### src/hw/rtl/cfd_pkg.sv
// Package: shared constants, types and helpers of the checksummed frame deframer.
`default_nettype none

package cfd_pkg;

    // Number of body bytes in one frame
    localparam int BODY_BYTES = 26;

    // Width of a body position or store address
    localparam int POS_W = (BODY_BYTES > 1) ? $clog2(BODY_BYTES) : 1;

    // Width of the body_index field on the output
    localparam int IDX_W = 5;

    localparam logic [POS_W-1:0] BODY_LAST = POS_W'(BODY_BYTES - 1);

    localparam logic [7:0] HDR_FIRST  = 8'h55;
    localparam logic [7:0] HDR_SECOND = 8'hAA;
    localparam logic [7:0] TRAILER    = 8'h88;

    typedef logic [POS_W-1:0] pos_t;

    typedef enum logic [2:0] {
        ST_HUNT  = 3'd0,
        ST_HDR2  = 3'd1,
        ST_BODY  = 3'd2,
        ST_CSUM  = 3'd3,
        ST_TRAIL = 3'd4,
        ST_EMIT  = 3'd5
    } state_t;

    // Commands from the controller to the datapath
    typedef struct packed {
        logic sum_first;   // load the sum with the received byte
        logic sum_add;     // add the received byte to the sum
        logic sum_clear;   // clear the sum and the body position
        logic pos_clear;   // clear the body position
        logic store_wr;    // write the byte into the body store, advance position
        logic emit_load;   // read the next body byte into the output stage
    } cmd_t;

    // Status from the datapath to the controller
    typedef struct packed {
        logic is_hdr1;
        logic is_hdr2;
        logic is_trailer;
        logic sum_match;
        logic pos_last;
        logic emit_last;
        logic out_busy;    // output stage holds a beat that is stalled
    } sts_t;

    // Wrap a body position onto the output index field
    function automatic logic [IDX_W-1:0] to_index(input pos_t pos);
        logic [POS_W+IDX_W-1:0] wide;
        wide = {{IDX_W{1'b0}}, pos};
        return wide[IDX_W-1:0];
    endfunction

endpackage

`default_nettype wire

### src/hw/rtl/cfd_ram.sv
// Generic single-port-write, single-port-read RAM with registered read data.
`default_nettype none

module cfd_ram #(
    parameter int WIDTH = 8,
    parameter int DEPTH = 16
) (
    input  wire logic                                        clk,
    input  wire logic                                        wr_en,
    input  wire logic [((DEPTH > 1) ? $clog2(DEPTH) : 1)-1:0] wr_addr,
    input  wire logic [WIDTH-1:0]                            wr_data,
    input  wire logic                                        rd_en,
    input  wire logic [((DEPTH > 1) ? $clog2(DEPTH) : 1)-1:0] rd_addr,
    output logic      [WIDTH-1:0]                            rd_data
);

    logic [WIDTH-1:0] mem [DEPTH];

    always_ff @(posedge clk)
    begin
        if (wr_en)
        begin
            mem[wr_addr] <= wr_data;
        end
    end

    always_ff @(posedge clk)
    begin
        if (rd_en)
        begin
            rd_data <= mem[rd_addr];
        end
    end

endmodule

`default_nettype wire

### src/hw/rtl/cfd_ctrl.sv
// Controller: frame parse state machine and output emit sequencing.
`default_nettype none

module cfd_ctrl
    import cfd_pkg::*;
(
    input  wire logic clk,
    input  wire logic rst_n,
    input  wire logic in_valid,
    output logic      in_stall,
    input  wire sts_t sts,
    output cmd_t      cmd
);

    state_t state_reg;
    state_t state_next;
    logic   accept;

    assign in_stall = (state_reg == ST_EMIT);
    assign accept   = in_valid && !in_stall;

    always_ff @(posedge clk or negedge rst_n)
    begin
        if (!rst_n)
        begin
            state_reg <= ST_HUNT;
        end
        else
        begin
            state_reg <= state_next;
        end
    end

    // Next state
    always_comb
    begin
        state_next = state_reg;
        unique case (state_reg)
            ST_HUNT:
            begin
                if (accept && sts.is_hdr1)
                begin
                    state_next = ST_HDR2;
                end
            end
            ST_HDR2:
            begin
                if (accept)
                begin
                    state_next = sts.is_hdr2 ? ST_BODY : ST_HUNT;
                end
            end
            ST_BODY:
            begin
                if (accept && sts.pos_last)
                begin
                    state_next = ST_CSUM;
                end
            end
            ST_CSUM:
            begin
                if (accept)
                begin
                    state_next = sts.sum_match ? ST_TRAIL : ST_HUNT;
                end
            end
            ST_TRAIL:
            begin
                if (accept)
                begin
                    state_next = sts.is_trailer ? ST_EMIT : ST_HUNT;
                end
            end
            ST_EMIT:
            begin
                if (!sts.out_busy && sts.emit_last)
                begin
                    state_next = ST_HUNT;
                end
            end
            default:
            begin
                // treat an unused code as hunting
                if (accept && sts.is_hdr1)
                begin
                    state_next = ST_HDR2;
                end
                else
                begin
                    state_next = ST_HUNT;
                end
            end
        endcase
    end

    // Commands
    always_comb
    begin
        cmd = '0;
        unique case (state_reg)
            ST_HUNT:
            begin
                if (accept)
                begin
                    cmd.sum_first = sts.is_hdr1;
                    cmd.sum_clear = !sts.is_hdr1;
                end
            end
            ST_HDR2:
            begin
                if (accept)
                begin
                    cmd.sum_add   = sts.is_hdr2;
                    cmd.pos_clear = sts.is_hdr2;
                    cmd.sum_clear = !sts.is_hdr2;
                end
            end
            ST_BODY:
            begin
                if (accept)
                begin
                    cmd.sum_add  = 1'b1;
                    cmd.store_wr = 1'b1;
                end
            end
            ST_CSUM:
            begin
                if (accept)
                begin
                    cmd.sum_clear = !sts.sum_match;
                end
            end
            ST_TRAIL:
            begin
                if (accept)
                begin
                    cmd.sum_clear = 1'b1;
                end
            end
            ST_EMIT:
            begin
                cmd.emit_load = !sts.out_busy;
            end
            default:
            begin
                if (accept)
                begin
                    cmd.sum_first = sts.is_hdr1;
                    cmd.sum_clear = !sts.is_hdr1;
                end
            end
        endcase
    end

    // Store writes come only from body parsing
    assert property (@(posedge clk) disable iff (!rst_n)
        cmd.store_wr |-> (state_reg == ST_BODY && !in_stall))
        else $error("body store written outside body phase");

    // Loading the last body byte ends the emit burst
    assert property (@(posedge clk) disable iff (!rst_n)
        (cmd.emit_load && sts.emit_last) |=> (state_reg == ST_HUNT))
        else $error("emit burst did not end after last body byte");

    // A good trailer starts an emit burst
    assert property (@(posedge clk) disable iff (!rst_n)
        (state_reg == ST_TRAIL && accept && sts.is_trailer) |=> in_stall)
        else $error("good trailer did not start emit");

endmodule

`default_nettype wire

### src/hw/rtl/cfd_dp.sv
// Datapath: running checksum, body position, body store and output stage.
`default_nettype none

module cfd_dp
    import cfd_pkg::*;
(
    input  wire logic              clk,
    input  wire logic              rst_n,
    input  wire logic [7:0]        rx_byte,
    input  wire cmd_t              cmd,
    output sts_t                   sts,
    output logic                   out_valid,
    input  wire logic              out_stall,
    output logic [7:0]             body_byte,
    output logic [IDX_W-1:0]       body_index,
    output logic                   frame_last
);

    logic [7:0]       sum_reg;
    logic [7:0]       sum_next;
    pos_t             pos_reg;
    pos_t             pos_next;
    pos_t             emit_idx_reg;
    pos_t             emit_idx_next;
    logic             out_valid_reg;
    logic             out_valid_next;
    logic [IDX_W-1:0] index_reg;
    logic             last_reg;

    always_comb
    begin
        sum_next = sum_reg;
        pos_next = pos_reg;
        if (cmd.sum_clear)
        begin
            sum_next = '0;
            pos_next = '0;
        end
        else
        begin
            if (cmd.sum_first)
            begin
                sum_next = rx_byte;
            end
            else if (cmd.sum_add)
            begin
                sum_next = sum_reg + rx_byte;
            end
            if (cmd.pos_clear || (cmd.store_wr && pos_reg == BODY_LAST))
            begin
                pos_next = '0;
            end
            else if (cmd.store_wr)
            begin
                pos_next = pos_reg + 1'b1;
            end
        end
    end

    always_comb
    begin
        emit_idx_next  = emit_idx_reg;
        out_valid_next = out_valid_reg && out_stall;
        if (cmd.emit_load)
        begin
            out_valid_next = 1'b1;
            emit_idx_next  = (emit_idx_reg == BODY_LAST) ? '0 : emit_idx_reg + 1'b1;
        end
    end

    always_ff @(posedge clk or negedge rst_n)
    begin
        if (!rst_n)
        begin
            sum_reg       <= '0;
            pos_reg       <= '0;
            emit_idx_reg  <= '0;
            out_valid_reg <= 1'b0;
        end
        else
        begin
            sum_reg       <= sum_next;
            pos_reg       <= pos_next;
            emit_idx_reg  <= emit_idx_next;
            out_valid_reg <= out_valid_next;
        end
    end

    // Index and last flag travel with the RAM read data
    always_ff @(posedge clk)
    begin
        if (cmd.emit_load)
        begin
            index_reg <= to_index(emit_idx_reg);
            last_reg  <= (emit_idx_reg == BODY_LAST);
        end
    end

    cfd_ram #(
        .WIDTH (8),
        .DEPTH (BODY_BYTES)
    ) u_store (
        .clk     (clk),
        .wr_en   (cmd.store_wr),
        .wr_addr (pos_reg),
        .wr_data (rx_byte),
        .rd_en   (cmd.emit_load),
        .rd_addr (emit_idx_reg),
        .rd_data (body_byte)
    );

    assign out_valid  = out_valid_reg;
    assign body_index = index_reg;
    assign frame_last = last_reg;

    assign sts.is_hdr1    = (rx_byte == HDR_FIRST);
    assign sts.is_hdr2    = (rx_byte == HDR_SECOND);
    assign sts.is_trailer = (rx_byte == TRAILER);
    assign sts.sum_match  = (rx_byte == sum_reg);
    assign sts.pos_last   = (pos_reg == BODY_LAST);
    assign sts.emit_last  = (emit_idx_reg == BODY_LAST);
    assign sts.out_busy   = out_valid_reg && out_stall;

    // Never overwrite a stalled output beat
    assert property (@(posedge clk) disable iff (!rst_n)
        cmd.emit_load |-> !(out_valid_reg && out_stall))
        else $error("output stage overwritten while stalled");

    // Emit pointer is back at the first body position once the last beat is loaded
    assert property (@(posedge clk) disable iff (!rst_n)
        (cmd.emit_load && emit_idx_reg == BODY_LAST) |=> (emit_idx_reg == '0))
        else $error("emit pointer did not wrap after last beat");

    // The store is never written during an emit burst
    assert property (@(posedge clk) disable iff (!rst_n)
        cmd.store_wr |-> (emit_idx_reg == '0 && !cmd.emit_load))
        else $error("body store written while emitting");

endmodule

`default_nettype wire

### src/hw/rtl/checksummed_frame_deframer_top.sv
// Top level: fixed-length frame deframer with additive checksum.
// Input: one byte beat per cycle while parsing; a frame is 55 AA, body, checksum, 88.
// Emit: the emit state, set by a good trailer, registers each body beat for output.
// Throughput: 1 input beat per cycle, except that input stalls for the emit burst
//   of all 26 body beats (one per cycle unless the output stalls) after a good frame.
// Reset: rst_n asynchronous, active low; parser returns to hunting, no output beat held.
`default_nettype none

module checksummed_frame_deframer_top
    import cfd_pkg::*;
(
    input  wire logic             clk,
    input  wire logic             rst_n,
    input  wire logic             in_valid,
    output logic                  in_stall,
    input  wire logic [7:0]       rx_byte,
    output logic                  out_valid,
    input  wire logic             out_stall,
    output logic [7:0]            body_byte,
    output logic [IDX_W-1:0]      body_index,
    output logic                  frame_last
);

    cmd_t cmd;
    sts_t sts;

    // Parse state machine; holds the input side while a body burst drains
    cfd_ctrl u_ctrl (
        .clk      (clk),
        .rst_n    (rst_n),
        .in_valid (in_valid),
        .in_stall (in_stall),
        .sts      (sts),
        .cmd      (cmd)
    );

    // Checksum, body store and the output stage (RAM read register is the
    // body_byte register, so the next frame may parse while a beat waits)
    cfd_dp u_dp (
        .clk        (clk),
        .rst_n      (rst_n),
        .rx_byte    (rx_byte),
        .cmd        (cmd),
        .sts        (sts),
        .out_valid  (out_valid),
        .out_stall  (out_stall),
        .body_byte  (body_byte),
        .body_index (body_index),
        .frame_last (frame_last)
    );

endmodule

`default_nettype wire
### config.mk
export PLATFORM = sky130hd
export DESIGN_NAME = checksummed_frame_deframer_top
export DESIGN_NICKNAME = d
export VERILOG_FILES = /design/src/hw/rtl/cfd_pkg.sv /design/src/hw/rtl/cfd_ram.sv /design/src/hw/rtl/cfd_ctrl.sv /design/src/hw/rtl/cfd_dp.sv /design/src/hw/rtl/checksummed_frame_deframer_top.sv
export SDC_FILE = /design/constraint.sdc
export NUM_CORES = 1
export LEC_CHECK = 0
export ABC_AREA = 1
export BUFFER_PORTS_ARGS = -buffer_cell sky130_fd_sc_hd__buf_4
export CORE_UTILIZATION = 24
export CTS_CLUSTER_SIZE = 25
export DETAILED_ROUTE_END_ITERATION = 8
export GPL_TIMING_DRIVEN = 0
export PLACE_DENSITY = 0.35
export RECOVER_POWER = 25
export SLEW_MARGIN = 30
export SYNTH_ARGS = -nofsm -noshare
export SYNTH_HDL_FRONTEND = slang
export SYNTH_SLANG_ARGS = --single-unit
### constraint.sdc
create_clock -name clk -period 4.8 [get_ports clk]
set_input_delay 0.24 -clock clk [delete_from_list [all_inputs] [get_ports clk]]
set_output_delay 0.24 -clock clk [all_outputs]
set_load 0.02 [all_outputs]
==> flow_metrics.py <==
metrics = {
    "timing": {
        "setup_tns_ns": 0,
        "max_slew_margin": -0.3950,
        "period_share": 0.5547,
        "max_freq_mhz": 375.6,
        "hold_viol_final": 0,
        "final_max_slew_viol_count": 185,
        "rsz0062_at_grt": "false",
        "finalSetupViolCount": 0,
        "worst_slew_pin_slew_ns": 2.093,
        "min_period_ns": 2.663,
        "fin_ws_ns": 2.137,
        "finalClockSkew_ns": 0.01636,
    },
    "detailed_routing": {
        "dr_total_vias": 7213,
        "drt-initial-drc-count": 469,
        "wire_per_inst_um": 20.63,
        "wirelength_um": 33440,
        "ant_nets": 0,
        "drc_errors": 0,
        "first_pass_iters": 4,
        "viasPerCell": 4.450,
    },
    "yosys": {
        "ys_warn_count": 0,
        "synthArstFlopShare": 0.09016,
        "syn_inst": 953,
        "syn_area_per_cell_um2": 11.16,
        "synth_seq_cells": 244,
        "synth_cell_type_count": 38,
        "ys_seq_area_frac": 0.6783,
        "synth_edf_count": 222,
        "synthFlopType": "edfxtp_1",
        "synthesis.nets": 979,
        "synthesis.area_um2": 10640,
    },
    "grt": {
        "grt_overflow": 0,
        "grt_antenna_before_repair": 0,
        "grt_pass1_vias": 7362,
        "grt_max_degree": 32,
        "grt.total_usage": 0.1525,
        "grt_pass1_wl_um": 49820,
    },
    "floorplanning": {
        "dieArea_um2": 45180,
        "die_w_um": 212.6,
        "num_rows": 76,
        "ios": 28,
        "core_area_um2": 43360,
        "die_h_um": 212.6,
        "start_util": 0.2454,
    },
    "setup_path": {
        "crit_path_end_kind": "register",
        "cp_num_buf_inv": 3,
        "r2r_slack_ns": 2.21,
        "cp-startpoint": "rx_byte[0]",
        "critPathSlowestCell": "clkbuf_1",
        "rr_worst_depth": 8,
        "cp_cell_sequence": "clkbuf_1 -> ha_1 -> inv_1 -> fa_1 -> inv_1 -> a21oi_1 -> xor2_1 -> nand2_1 -> o211ai_1 -> nand2_1",
        "cp_max_fo": 30,
        "startpoint_type": "input pin",
        "r2r-start": "u_dp.emit_idx_reg[0]",
        "cp.required_ns": 5.25,
        "worstPathArrival_ns": 3.12,
        "critical_path_depth": 10,
        "slowest_delay_ns": 1.36,
        "cpLargestDelayFamily": "buffers and inverters",
        "crit_type": "in2reg",
    },
    "finish": {
        "drive_above_1_share": 0.1014,
        "finalNonFillerCells": 1621,
        "final_net_count": 1039,
        "syn_to_final_growth_pct": 17.25,
        "n_antenna_cell": 0,
        "largest_register_ffs": 208,
    },
    "place": {
        "portBuffers": 27,
        "dp_slack_ns": 2.179,
        "post-dp-hpwl_um": 21950,
        "gp_congestion": 0.7978,
        "place_inst": 1565,
    },
    "power": {
        "ir_worst_vdd_mv": 0.2601,
        "p_total_mw": 4.616,
        "leakage_nw": 4.540,
        "power_density_nw_per_um2": 370.0,
    },
    "run_status": {
        "violations": "capacitance limit, slew limit",
        "outcome": "finished with violations",
    },
    "min_path": {
        "min_from": "in_valid",
        "worstHoldPathCells": 4,
        "hp-class": "in2reg",
    },
    "clock_network": {
        "worstSkewPairLatency_ns": 0.58,
        "clock_path_buffers": 3,
        "cts.htree.levels": 1,
        "cts.root.buffer_cell": "clkbuf_16",
        "cts_tree": "done",
        "numCtsBuffers": 29,
        "path_clk_slew_ns": 0.06,
        "clock-sinks": 244,
    },
    "run": {
        "maxCapViolations": 6,
    },
}
-- routing by layer --
metal | global-route usage | wire length (um)
met5 | 0 | 0
met4 | 0.04540 | 764
met3 | 0.01935 | 1298
met2 | 0.2453 | 15360
met1 | 0.2134 | 16020
-- layout make-up --
class / instances / area, um2
repair buffers: 29 / 200.2
well taps: 585 / 732.0
plain buffers: 43 / 222.7
flip-flops and latches: 244 / 7217
clock inverters: 11 / 92.59
multi-input cells: 606 / 2978
clock buffers: 43 / 808.3
fillers: 4621 / 30890
inverters: 60 / 225.2
-- what timing repair did --
action                                 CTS  global route
endpoints found under the hold margin   23             0
gates resized for setup                  0             0
buffers inserted                         0             0
hold buffers                             2             0
-- worst paths after layout --
kind                                      endpoint
max in group asynchronous          u_dp.pos_reg[0]
hold / removal                 u_ctrl.state_reg[1]
hold reg to reg                 u_dp.body_index[2]
setup / recovery                   u_dp.sum_reg[4]
min in group asynchronous     u_dp.emit_idx_reg[2]
setup reg to reg           u_dp.u_store.rd_data[3]
-- power by group --
group | internal, mW | switching [mW] | total, mW
registers | 2.32 | 0.0109 | 2.33
logic | 0.0459 | 0.127 | 0.173
clock network | 1.22 | 0.892 | 2.11
total | 3.59 | 1.03 | 4.62
-- metrics by stage --
step	hold slack, ns	instance area (um2)	util
detailed placement	0.1763	11570	0.2669
global placement	0.1728	11570	0.2669
CTS	0.06793	12500	0.2882
finish	0.09063	12480	0.2877
floorplan	-0.05559	10640	-
global route	0.1149	12480	0.2877
-- worst min-delay path, delay by kind of cell --
kind	cells	cell delay [ns]
compound gates	1	0.08
simple gates	2	0.16
buf+inv	1	0.12
-- cell usage in the layout, fill, tap and decap left out, drive strengths merged --
master and n:
fa 1, o21a 2, dlygate4sd3 2, o21bai 2, nand3b 3, or2 1, inv 60, o21ai 92
bufinv 1, nor3b 1, o211ai 36, a31oi 1, xnor2 1, buf 44, dfrtp 22, clkinvlp 1
edfxtp 222, ha 13, clkbuf 69, nor2 170, o22ai 9, a21oi 24, nand4 17, nand3 67
clkinv 9, nor3 6, nand2 156, xor2 4
-- cells by family after synthesis --
family	synth area share
xor gates and xnor gates	0.004116
adders and majority gates	0.01717
buffers and inverters	0.04210
DFF	0.6783
and+or+nand+nor	0.1697
AOI/OAI and AO/OA	0.08866
-- cells in the mapped netlist, types with 2 or more instances --
master	count	area, um2
a21oi_1	24	120.1
buf_1	3	11.26
buf_2	10	50.05
buf_4	7	52.55
buf_6	3	33.78
clkbuf_1	20	75.07
dfrtp_1	22	550.5
edfxtp_1	222	6666
ha_1	13	162.7
inv_1	48	180.2
inv_2	11	41.29
nand2_1	152	570.6
nand2_2	3	18.77
nand3_1	65	325.3
nand3_2	2	20.02
nand3b_1	2	15.01
nand4_1	17	106.4
nor2_1	167	626.9
nor3_1	4	20.02
nor3_2	2	20.02
o211ai_1	36	270.3
o21a_1	2	15.01
o21ai_0	76	380.4
o21ai_1	16	80.08
o21bai_1	2	15.01
o22ai_1	9	56.30
xor2_1	4	35.03
(Power assumes the default switching activity.)
